$ cat src/sv/rbdt_pkg.sv
`timescale 1ns / 1ps

package rbdt_pkg;

    // Breathing curve, 0..255, one point per table entry
    localparam int CURVE_LEN = 21;
    localparam logic [7:0] CURVE [CURVE_LEN] = '{
        8'd0,   8'd2,   8'd7,   8'd15,  8'd27,  8'd41,  8'd58,  8'd76,  8'd96,  8'd117,
        8'd138, 8'd159, 8'd179, 8'd197, 8'd214, 8'd228, 8'd240, 8'd248, 8'd253, 8'd255,
        8'd255
    };
    // The curve reaches full scale at its twentieth point, which ends a ramp table
    localparam int CURVE_FULL_LEN = 20;

    localparam logic [15:0] TRANS_START = 16'd500;
    localparam logic [15:0] TRANS_MIN   = 16'd40;
    localparam logic [6:0]  SCALE_LOW   = 7'd11;
    localparam logic [6:0]  SCALE_FULL  = 7'd100;
    localparam logic [11:0] STEP_MAX    = 12'hFFF;
    localparam logic [4:0]  STEADY_COUNT = 5'd2;

    localparam int QUEUE_DEPTH = 2;
    localparam int QPTR_W      = $clog2(QUEUE_DEPTH);

    // One classified request, handed from the front to the back
    typedef struct packed {
        logic [23:0] color_from;
        logic [23:0] color_to;
        logic [15:0] on_ms;
        logic [15:0] off_ms;
        logic        ramp;
        logic [11:0] step_ms;
    } t_job;

endpackage

$ cat src/sv/rgb_breathe_duty_table_generator_unit.sv
`timescale 1ns / 1ps

// Channel   Dir  Handshake                    Contents
// --------  ---  ---------------------------  ------------------------------------------
// s_axis    in   s_axis_tvalid/s_axis_tready  one request: colors, on/off/ramp times
// m_axis    out  m_axis_tvalid/m_axis_tready  one duty table entry per transfer
// apb       in   psel/penable/pwrite/pready   register 0 at address 0: low_power
//
// In the front a request passes through capture, blink adjust, step divide
// by a reciprocal multiply and hand-off. The back issues one table entry
// per cycle unless m_axis stalls, through a 7-stage duty pipeline. A request
// leaves the queue and yields 0 to 60 entries; the front works on the next
// request meanwhile. Reset is synchronous and clears only control state.
// A stall on m_axis freezes the whole duty pipeline; the two-entry request
// queue lets the front keep accepting until it fills.

module rgb_breathe_duty_table_generator_unit #(
    parameter int CURVE_POINTS = 20
) (
    input  logic        i_clk,
    input  logic        i_rst_n,

    input  logic        s_axis_tvalid,
    output logic        s_axis_tready,
    // [23:0] color_from, [47:24] color_to, [63:48] on_time_ms,
    // [79:64] off_time_ms, [95:80] transition_ms
    input  logic [95:0] s_axis_tdata,
    // [0] kind
    input  logic [0:0]  s_axis_tuser,

    output logic        m_axis_tvalid,
    input  logic        m_axis_tready,
    // [4:0] entry_index, [11:5] duty_percent, [16:12] entry_count,
    // [28:17] step_ms, [44:29] pause_low_ms, [60:45] pause_high_ms, [63:61] zero
    output logic [63:0] m_axis_tdata,
    // [1:0] channel
    output logic [1:0]  m_axis_tuser,
    output logic        m_axis_tlast,

    input  logic        psel,
    input  logic        penable,
    input  logic        pwrite,
    input  logic [2:0]  paddr,
    input  logic [31:0] pwdata,
    output logic [31:0] prdata,
    output logic        pready
);
    import rbdt_pkg::*;

    localparam logic [2:0] REG_LOW_POWER_ADDR = 3'd0;

    logic        r_low_power;

    logic        w_push;
    logic        w_full;
    logic        w_pop;
    logic        w_empty;
    t_job        w_job_in;
    t_job        w_job_out;

    logic [6:0]  w_duty;
    logic [4:0]  w_idx;
    logic [4:0]  w_count;
    logic [11:0] w_step;
    logic [15:0] w_pause_low;
    logic [15:0] w_pause_high;

    // Configuration: write on the access phase, read back the live value
    assign pready = 1'b1;
    assign prdata = (paddr == REG_LOW_POWER_ADDR) ? {31'd0, r_low_power} : 32'd0;

    always_ff @(posedge i_clk) begin
        if (!i_rst_n) begin
            r_low_power <= 1'b0;
        end else if (psel && penable && pwrite && pready && (paddr == REG_LOW_POWER_ADDR)) begin
            r_low_power <= pwdata[0];
        end
    end

    // Front: take the request, derive blink timing and step size
    rbdt_front #(
        .CURVE_POINTS (CURVE_POINTS)
    ) u_front (
        .i_clk        (i_clk),
        .i_rst_n      (i_rst_n),
        .i_valid      (s_axis_tvalid),
        .o_ready      (s_axis_tready),
        .i_kind       (s_axis_tuser[0]),
        .i_color_from (s_axis_tdata[23:0]),
        .i_color_to   (s_axis_tdata[47:24]),
        .i_on_ms      (s_axis_tdata[63:48]),
        .i_off_ms     (s_axis_tdata[79:64]),
        .i_trans_ms   (s_axis_tdata[95:80]),
        .o_push       (w_push),
        .o_job        (w_job_in),
        .i_full       (w_full)
    );

    // Hold classified requests between front and back
    rbdt_queue u_queue (
        .i_clk   (i_clk),
        .i_rst_n (i_rst_n),
        .i_push  (w_push),
        .i_data  (w_job_in),
        .o_full  (w_full),
        .i_pop   (w_pop),
        .o_data  (w_job_out),
        .o_empty (w_empty)
    );

    // Back: walk channels blue, green, red and emit their duty entries
    rbdt_back #(
        .CURVE_POINTS (CURVE_POINTS)
    ) u_back (
        .i_clk         (i_clk),
        .i_rst_n       (i_rst_n),
        .i_low_power   (r_low_power),
        .i_empty       (w_empty),
        .o_pop         (w_pop),
        .i_job         (w_job_out),
        .o_valid       (m_axis_tvalid),
        .i_ready       (m_axis_tready),
        .o_channel     (m_axis_tuser),
        .o_entry_index (w_idx),
        .o_duty        (w_duty),
        .o_count       (w_count),
        .o_step        (w_step),
        .o_pause_low   (w_pause_low),
        .o_pause_high  (w_pause_high),
        .o_last        (m_axis_tlast)
    );

    assign m_axis_tdata = {3'd0, w_pause_high, w_pause_low, w_step, w_count, w_duty, w_idx};

endmodule

$ cat src/sv/rbdt_front.sv
`timescale 1ns / 1ps

module rbdt_front #(
    parameter int CURVE_POINTS = 20
) (
    input  logic              i_clk,
    input  logic              i_rst_n,
    input  logic              i_valid,
    output logic              o_ready,
    input  logic              i_kind,
    input  logic [23:0]       i_color_from,
    input  logic [23:0]       i_color_to,
    input  logic [15:0]       i_on_ms,
    input  logic [15:0]       i_off_ms,
    input  logic [15:0]       i_trans_ms,
    output logic              o_push,
    output rbdt_pkg::t_job    o_job,
    input  logic              i_full
);
    import rbdt_pkg::*;

    localparam int RampCount = (CURVE_POINTS < CURVE_FULL_LEN) ? CURVE_POINTS : CURVE_FULL_LEN;
    localparam logic [16:0] RoundUp  = 17'(RampCount - 1);
    // Reciprocal of the ramp count, exact for every 17-bit dividend
    localparam int          DivShift  = 17 + $clog2(RampCount);
    localparam longint      RecipFull = ((longint'(1) << DivShift) + longint'(RampCount) - 1)
                                        / longint'(RampCount);
    localparam logic [18:0] Recip     = 19'(RecipFull);

    typedef enum logic [1:0] {S_IDLE, S_ADJUST, S_DIVIDE, S_PUSH} t_state;

    t_state      r_state;
    logic        r_kind;
    logic [23:0] r_from;
    logic [23:0] r_to;
    logic [15:0] r_on;
    logic [15:0] r_off;
    logic [15:0] r_trans;
    logic        r_ramp;
    logic [16:0] r_dvd;
    logic [16:0] r_quo;

    logic [15:0] n_on;
    logic [15:0] n_off;
    logic [15:0] n_trans;
    logic [15:0] w_a;
    logic [35:0] w_prod;
    logic [16:0] w_quo;
    logic [11:0] w_step;

    // Blink requests derive the ramp from the hold times
    always_comb begin
        w_a     = TRANS_START;
        n_on    = r_on;
        n_off   = r_off;
        n_trans = r_trans;
        if ((r_on != 16'd0) && (w_a > (r_on >> 1))) begin
            w_a = r_on >> 1;
        end
        if ((r_off != 16'd0) && (w_a > (r_off >> 1))) begin
            w_a = r_off >> 1;
        end
        if (!r_kind) begin
            if (((r_on == 16'd0) && (r_off == 16'd0)) || (w_a < TRANS_MIN)) begin
                n_trans = 16'd0;
            end else begin
                n_trans = w_a;
                if (r_on != 16'd0) begin
                    n_on = r_on - w_a;
                end
                if (r_off != 16'd0) begin
                    n_off = r_off - w_a;
                end
            end
        end
    end

    // Divide by the ramp count with one multiply by its scaled reciprocal
    assign w_prod = {19'd0, r_dvd} * {17'd0, Recip};
    assign w_quo  = 17'(w_prod >> DivShift);

    always_comb begin
        if (!r_ramp || (RampCount <= 2)) begin
            w_step = 12'd1;
        end else if (r_quo[16:12] != 5'd0) begin
            w_step = STEP_MAX;
        end else begin
            w_step = r_quo[11:0];
        end
    end

    assign o_ready = (r_state == S_IDLE);
    assign o_push  = (r_state == S_PUSH) && !i_full;

    always_comb begin
        o_job.color_from = r_from;
        o_job.color_to   = r_to;
        o_job.on_ms      = r_on;
        o_job.off_ms     = r_off;
        o_job.ramp       = r_ramp;
        o_job.step_ms    = w_step;
    end

    always_ff @(posedge i_clk) begin
        if (!i_rst_n) begin
            r_state <= S_IDLE;
        end else begin
            case (r_state)
                S_IDLE: begin
                    if (i_valid) begin
                        r_kind  <= i_kind;
                        r_from  <= i_kind ? i_color_from : 24'd0;
                        r_to    <= i_color_to;
                        r_on    <= i_on_ms;
                        r_off   <= i_off_ms;
                        r_trans <= i_trans_ms;
                        r_state <= S_ADJUST;
                    end
                end
                S_ADJUST: begin
                    r_on    <= n_on;
                    r_off   <= n_off;
                    r_trans <= n_trans;
                    r_ramp  <= (n_on != 16'd0) && (n_trans != 16'd0);
                    r_dvd   <= {1'b0, n_trans} + RoundUp;
                    r_state <= S_DIVIDE;
                end
                S_DIVIDE: begin
                    r_quo   <= w_quo;
                    r_state <= S_PUSH;
                end
                S_PUSH: begin
                    if (!i_full) begin
                        r_state <= S_IDLE;
                    end
                end
                default: begin
                    r_state <= S_IDLE;
                end
            endcase
        end
    end

endmodule

$ cat src/sv/rbdt_queue.sv
`timescale 1ns / 1ps

module rbdt_queue (
    input  logic           i_clk,
    input  logic           i_rst_n,
    input  logic           i_push,
    input  rbdt_pkg::t_job i_data,
    output logic           o_full,
    input  logic           i_pop,
    output rbdt_pkg::t_job o_data,
    output logic           o_empty
);
    import rbdt_pkg::*;

    t_job              r_mem [QUEUE_DEPTH];
    logic [QPTR_W-1:0] r_wr;
    logic [QPTR_W-1:0] r_rd;
    logic [QPTR_W:0]   r_cnt;

    assign o_full  = (r_cnt == (QPTR_W + 1)'(QUEUE_DEPTH));
    assign o_empty = (r_cnt == '0);
    assign o_data  = r_mem[r_rd];

    always_ff @(posedge i_clk) begin
        if (i_push && !o_full) begin
            r_mem[r_wr] <= i_data;
        end
    end

    always_ff @(posedge i_clk) begin
        if (!i_rst_n) begin
            r_wr  <= '0;
            r_rd  <= '0;
            r_cnt <= '0;
        end else begin
            if (i_push && !o_full) begin
                r_wr <= r_wr + 1'b1;
            end
            if (i_pop && !o_empty) begin
                r_rd <= r_rd + 1'b1;
            end
            case ({i_push && !o_full, i_pop && !o_empty})
                2'b10:   r_cnt <= r_cnt + 1'b1;
                2'b01:   r_cnt <= r_cnt - 1'b1;
                default: r_cnt <= r_cnt;
            endcase
        end
    end

endmodule

$ cat src/sv/rbdt_back.sv
`timescale 1ns / 1ps

module rbdt_back #(
    parameter int CURVE_POINTS = 20
) (
    input  logic           i_clk,
    input  logic           i_rst_n,
    input  logic           i_low_power,
    input  logic           i_empty,
    output logic           o_pop,
    input  rbdt_pkg::t_job i_job,
    output logic           o_valid,
    input  logic           i_ready,
    output logic [1:0]     o_channel,
    output logic [4:0]     o_entry_index,
    output logic [6:0]     o_duty,
    output logic [4:0]     o_count,
    output logic [11:0]    o_step,
    output logic [15:0]    o_pause_low,
    output logic [15:0]    o_pause_high,
    output logic           o_last
);
    import rbdt_pkg::*;

    localparam int RampCount = (CURVE_POINTS < CURVE_FULL_LEN) ? CURVE_POINTS : CURVE_FULL_LEN;
    localparam logic [4:0]  RampCountV = 5'(RampCount);
    localparam int          Stages     = 7;
    localparam logic [1:0]  CH_RED     = 2'd0;
    localparam logic [1:0]  CH_GREEN   = 2'd1;
    localparam logic [1:0]  CH_BLUE    = 2'd2;
    // 254*255, turns the double divide by 255 into a rounded-up single one
    localparam logic [22:0] CEIL_BIAS  = 23'd64770;

    typedef struct packed {
        logic [1:0]  channel;
        logic [4:0]  idx;
        logic [4:0]  count;
        logic [11:0] step;
        logic [15:0] pause_low;
        logic [15:0] pause_high;
        logic        last;
    } t_meta;

    // floor(x/255) estimate by x*257/65536, at most one short
    function automatic logic [14:0] est255(input logic [22:0] x);
        logic [31:0] s;
        s = {1'b0, x, 8'd0} + {9'd0, x};
        return s[30:16];
    endfunction

    function automatic logic [14:0] fix255(input logic [22:0] x, input logic [14:0] q);
        logic [22:0] t;
        logic [22:0] r;
        t = {q, 8'd0} - {8'd0, q};
        r = x - t;
        return (r >= 23'd255) ? (q + 15'd1) : q;
    endfunction

    function automatic logic [7:0] byte_of(input logic [23:0] c, input logic [1:0] ch);
        logic [7:0] b;
        case (ch)
            CH_BLUE:  b = c[7:0];
            CH_GREEN: b = c[15:8];
            CH_RED:   b = c[23:16];
            default:  b = c[23:16];
        endcase
        return b;
    endfunction

    t_job        r_job;
    logic [2:0]  r_pend;
    logic [4:0]  r_idx;
    logic [Stages-1:0] r_vld;
    t_meta       r_meta [Stages];

    logic [7:0]  r_c1;
    logic [7:0]  r_c2;
    logic [7:0]  r_p;
    logic        r_steady0;
    logic [15:0] r_blend;
    logic        r_steady1;
    logic [22:0] r_x;
    logic [22:0] r_x3;
    logic [14:0] r_q1e;
    logic [14:0] r_q1;
    logic [14:0] r_q5;
    logic [6:0]  r_q2e;
    logic [6:0]  r_duty;

    logic        w_adv;
    logic [1:0]  w_ch;
    logic [2:0]  w_ch_bit;
    logic [2:0]  w_rest;
    logic [4:0]  w_count;
    logic        w_end;
    logic [7:0]  w_p;
    t_meta       w_meta;
    logic [6:0]  w_scale;
    logic [22:0] w_x;
    logic [14:0] w_q2e_full;
    logic [14:0] w_q2;

    assign w_adv = !r_vld[Stages-1] || i_ready;
    assign o_pop = (r_pend == 3'd0) && !i_empty;

    always_comb begin
        if (r_pend[2]) begin
            w_ch     = CH_BLUE;
            w_ch_bit = 3'b100;
        end else if (r_pend[1]) begin
            w_ch     = CH_GREEN;
            w_ch_bit = 3'b010;
        end else begin
            w_ch     = CH_RED;
            w_ch_bit = 3'b001;
        end
        w_rest  = r_pend & ~w_ch_bit;
        w_count = r_job.ramp ? RampCountV : STEADY_COUNT;
        w_end   = (r_idx == (w_count - 5'd1));
        if (r_job.ramp) begin
            w_p = CURVE[r_idx];
        end else begin
            w_p = (r_idx == 5'd0) ? 8'd0 : 8'd255;
        end
        w_meta.channel    = w_ch;
        w_meta.idx        = r_idx;
        w_meta.count      = w_count;
        w_meta.step       = r_job.step_ms;
        w_meta.pause_low  = r_job.off_ms;
        w_meta.pause_high = r_job.on_ms;
        w_meta.last       = w_end && (w_rest == 3'd0);
    end

    assign w_scale    = i_low_power ? SCALE_LOW : SCALE_FULL;
    assign w_x        = ({7'd0, r_blend} * {16'd0, w_scale}) + (r_steady1 ? CEIL_BIAS : 23'd0);
    assign w_q2e_full = est255({8'd0, r_q1});
    assign w_q2       = fix255({8'd0, r_q5}, {8'd0, r_q2e});

    // Sequencer and valid bits
    always_ff @(posedge i_clk) begin
        if (!i_rst_n) begin
            r_pend <= 3'd0;
            r_idx  <= 5'd0;
            r_vld  <= '0;
        end else begin
            if (o_pop) begin
                r_job  <= i_job;
                r_pend <= {|i_job.color_to[7:0], |i_job.color_to[15:8],
                           |i_job.color_to[23:16]};
                r_idx  <= 5'd0;
            end else if (w_adv && (r_pend != 3'd0)) begin
                if (w_end) begin
                    r_idx  <= 5'd0;
                    r_pend <= w_rest;
                end else begin
                    r_idx <= r_idx + 5'd1;
                end
            end
            if (w_adv) begin
                r_vld <= {r_vld[Stages-2:0], (r_pend != 3'd0)};
            end
        end
    end

    // Duty datapath: blend, scale, two passes of divide by 255
    always_ff @(posedge i_clk) begin
        if (w_adv) begin
            r_meta[0] <= w_meta;
            for (int k = 1; k < Stages; k++) begin
                r_meta[k] <= r_meta[k-1];
            end
            r_c1      <= byte_of(r_job.color_from, w_ch);
            r_c2      <= byte_of(r_job.color_to, w_ch);
            r_p       <= w_p;
            r_steady0 <= !r_job.ramp;
            r_blend   <= ({8'd0, r_c2} * {8'd0, r_p}) + ({8'd0, r_c1} * {8'd0, 8'd255 - r_p});
            r_steady1 <= r_steady0;
            r_x       <= w_x;
            r_x3      <= r_x;
            r_q1e     <= est255(r_x);
            r_q1      <= fix255(r_x3, r_q1e);
            r_q5      <= r_q1;
            r_q2e     <= w_q2e_full[6:0];
            r_duty    <= w_q2[6:0];
        end
    end

    assign o_valid       = r_vld[Stages-1];
    assign o_channel     = r_meta[Stages-1].channel;
    assign o_entry_index = r_meta[Stages-1].idx;
    assign o_duty        = r_duty;
    assign o_count       = r_meta[Stages-1].count;
    assign o_step        = r_meta[Stages-1].step;
    assign o_pause_low   = r_meta[Stages-1].pause_low;
    assign o_pause_high  = r_meta[Stages-1].pause_high;
    assign o_last        = r_meta[Stages-1].last;

endmodule
$ cat config.mk
export PLATFORM = sky130hd
export DESIGN_NAME = rgb_breathe_duty_table_generator_unit
export DESIGN_NICKNAME = d
export VERILOG_FILES = /design/src/sv/rbdt_pkg.sv /design/src/sv/rgb_breathe_duty_table_generator_unit.sv /design/src/sv/rbdt_front.sv /design/src/sv/rbdt_queue.sv /design/src/sv/rbdt_back.sv
export SDC_FILE = /design/constraint.sdc
export NUM_CORES = 2
export LEC_CHECK = 0
export ABC_CLOCK_PERIOD_IN_PS = 11740
export BUFFER_PORTS_ARGS = -buffer_cell sky130_fd_sc_hd__buf_2
export CAP_MARGIN = 15
export CORE_ASPECT_RATIO = 0.7
export CORE_MARGIN = 5
export CORE_UTILIZATION = 30
export CTS_CLUSTER_SIZE = 28
export DETAILED_ROUTE_END_ITERATION = 8
export PLACE_DENSITY = 0.44
export SETUP_SLACK_MARGIN = 0.3
export SYNTH_ARGS = -nofsm -noshare
export SYNTH_HDL_FRONTEND = slang
export SYNTH_SLANG_ARGS = --single-unit
$ cat constraint.sdc
create_clock -name i_clk -period 11.74 [get_ports i_clk]
set_clock_uncertainty 0.15 [all_clocks]
set_input_delay 1.174 -clock i_clk [delete_from_list [all_inputs] [get_ports i_clk]]
set_output_delay 1.174 -clock i_clk [all_outputs]
set_load 0.05 [all_outputs]
==> summary.md <==
| Metric | Value |
|---|---|
| Post-synthesis sequential area ratio | `56.7%` |
| DR vias/cell | `4.36` |
| # DRC | `0` |
| Post-Route Setup TNS | `0 ps` |
| Critical path peak fanout | `21` |
| Period utilization | `72.2%` |
| CP top delay family | `simple AND/OR/NAND/NOR gates` |
| Root Driver | `clkbuf_16` |
| Complex-gate fraction of the synthesized area | `5.57%` |
| Total global routing overflow | `0` |
| Post-CTS Setup Bufs | `0` |
| Hpwl dp | `75600 um` |
| CP endpoint kind | `register` |
| Syn Area/Cell | `13.6 um^2` |
| Delay of the slowest cell on the worst path | `590 ps` |
| Ys Warns | `0` |
| Synth area leader | `edfxtp_1` |
| Post-synth EDFFs | `930` |
| Via count | `27000` |
| Unique masters post-synth | `85` |
| Max-Cap Viols | `0` |
| P&R area growth vs syn | `13.1%` |
| CP max stage cell | `o21ai_0` |
| Mapped Area | `50000 um^2` |
| CTS Sinks | `953` |
| Post-synthesis adder-cell area fraction | `19.3%` |
| Post-CTS Resized | `0` |
| Fillers | `16300` |
| Post-synth top flop | `edfxtp_1` |
| CP Launch Point | `u_front.r_on[13]` |
| XOR/XNOR Fraction of Synth Area | `2.85%` |
| Starting Density | `30.2%` |
| Fmax | `118 MHz` |
| CP Capture Point | `u_front.r_ramp` |
| Pre-antenna DRT Iters | `6` |
| Gr usage total | `12.3%` |
| Min-delay worst type | `register to register` |
| Largest cells by area after synthesis | `edfxtp_1, fa_1, ha_1` |
| Main combinational cell family by area after synthesis | `adder cells` |
| Layout cell share with drive strength beyond 1 | `12.5%` |
| CTS max path bufs | `3` |
| Number of global-route vias before repair | `27600` |
| Slew margin rel. | `30.1%` |
| GPL Wtd Cong | `0.821` |
| CTS tree | `built` |
| First-pass GRT wire length | `167000 um` |
| Clk Latency, worst-skew pair | `740 ps` |
| CTS Hold Buffers Added | `0` |
| Post-Synth Simple-Gate Area | `7.19%` |
| Number of I/O pins | `241` |
| Port bufs | `172` |
| Slew @ Worst Pin | `1020 ps` |
| Routed len/inst | `17.3 um` |
| WS Path Type | `register to register` |
| Final net count | `4651` |
| Crit path top cell by count | `ha_1` |
| Post-synthesis mux area share | `3.18%` |
| Initial DRC count | `1463` |
| R2R cell count | `26` |
| Top cell type's share of synthesized area | `55.8%` |
| CP startpoint kind | `register` |
| Max-slew violation count | `0` |
| Maximum number of pins on one net before global-route repair | `174` |
| Cells after Synth | `3681` |
| Core Area | `166000 um^2` |
| Flops & latches, synth | `953` |
| Final Core Density | `34.1%` |
| Die ar. | `175000 um^2` |
| Reg-to-reg endpoint | `u_front.r_ramp` |
| Most frequent cells after synthesis | `edfxtp_1, inv_1, ha_1` |
| Placed Cells incl. Taps | `6014` |
| Worst Path Buf+Inv | `1` |
| Routed wire length | `107000 um` |
| Cts bufs inserted | `98` |
| Htree depth | `3` |
| Critical path arrival | `8700 ps` |
| Chip Height | `352 um` |
| Die span in x | `498 um` |
| Post-DRT Antenna Nets | `0` |
| Outcome | `finished clean` |
| Reg-to-reg setup timing slack | `3260 ps` |
| Critical Path Stages | `26` |
| Clk slew on worst S/H paths | `70 ps` |
| Final Hold Violating Endpoints | `0` |
| Tmin final | `8480 ps` |
| Reg2reg start | `u_front.r_on[13]` |
| Final setup vio count | `0` |
| Initial antenna violation count | `7` |
| Post-route insts no fill | `6193` |
| Top-count cell post-synth | `edfxtp_1` |
| RSZ-0062 raised after global routing | `false` |
| Core Rows | `125` |
| Req. time, crit path | `11960 ps` |
| Hold_ws | `214 ps` |
| Async S/R FF share, synth | `0%` |
## worst reg2reg max path, cell delays in order (launching register included)
cell	delay (ps)
edfxtp_1	490
nor4_1	510
and2_1	380
and3_1	430
nand2b_1	190
ha_1	310
nand4_1	100
nor4_1	580
and4_1	300
a31oi_2	170
and2_4	290
o21ai_0	590
ha_1	260
inv_1	60
ha_1	170
a31oi_1	260
maj3_1	290
o211ai_1	170
a221oi_1	420
a2111oi_0	130
a211oi_1	570
o21ai_0	190
a21o_1	210
xnor2_1	150
o21ai_1	110
nor4b_1	370
a31oi_1	290
## how the worst min path moves through the flow
stage | from | end | slack [ps] | cells after the start
detailed placement | u_back.r_job[38] | u_back.r_meta[0][10] | 250 | 0
global placement | u_back.r_job[27] | u_back.r_meta[0][31] | 250 | 0
floorplan | u_back.r_job[38] | u_back.r_meta[0][10] | 250 | 0
global route | u_back.r_meta[4][21] | u_back.r_meta[5][21] | 230 | 0
CTS | u_back.r_meta[4][21] | u_back.r_meta[5][21] | 210 | 0
finish | u_back.r_meta[4][21] | u_back.r_meta[5][21] | 210 | 0
## state kept, by name (all words and copies together) (netlist names), 16 cells and up, named ones only
signal and cells:
u_front.r_trans 16, u_back.r_job 93, u_front.r_dvd 17, u_front.r_to 24
u_front.r_from 24, u_back.r_x3 23, u_back.r_meta 378, u_queue.r_mem 186
u_front.r_off 16, u_back.r_blend 16, u_front.r_on 16, u_back.r_x 23
## cell families (layout without fill, tap and decap cells)
family	Yosys count	in the layout
buffers and inverters	648	893
xor gates and xnor gates	163	163
DFF	953	953
AOI/OAI and AO/OA	431	431
muxes	144	144
and+or+nand+nor	709	709
adders and majority gates	631	631
other	2	47
## metal layers
metal / up-vias / GRT usage [%] / share of wire [%]
met3: 129 / 2.19 / 4.2
met2: 446 / 17.5 / 41
met1: 13200 / 18.9 / 53
met4: 0 / 3.37 / 2.3
met5: - / 0 / 0
li1: 13200 / - / -
## layout by cell type (no fill, tap or decap), drive strengths merged, types with 31 or more instances in the layout
| cell | count |
|---|---|
| edfxtp | 930 |
| inv | 522 |
| ha | 381 |
| fa | 239 |
| buf | 192 |
| nand2 | 163 |
| nor2 | 157 |
| xnor2 | 134 |
| a21oi | 129 |
| clkbuf | 120 |
| mux2 | 110 |
| o21ai | 92 |
| nor2b | 81 |
| and2 | 77 |
| nor3 | 51 |
| nand2b | 46 |
| conb | 46 |
| clkinv | 46 |
| mux2i | 34 |
| o21a | 32 |
| o21bai | 31 |
## through the flow
step / setup WS [ps] / cell area [um^2]
floorplan: 1620 / 50200
CTS: 3340 / 56600
global placement: 3440 / 53400
detailed placement: 3410 / 53400
global route: 2630 / 56600
finish: 3260 / 56600
## cell type report
type | instances | area, um^2 | share of cell area (%)
antenna | 1 | 2.50 | 0.00442
clock buffer | 120 | 2540 | 4.50
clock inverter | 58 | 636 | 1.12
inverter | 523 | 1970 | 3.47
multi-input combinational | 2124 | 19300 | 34.0
sequential | 953 | 28400 | 50.2
tap | 2222 | 2780 | 4.91
timing repair buffer | 192 | 1020 | 1.81
Power is left out: the tool's default activity adds up to more than one toggle a clock period on the data nets, which glitch-free logic cannot reach.
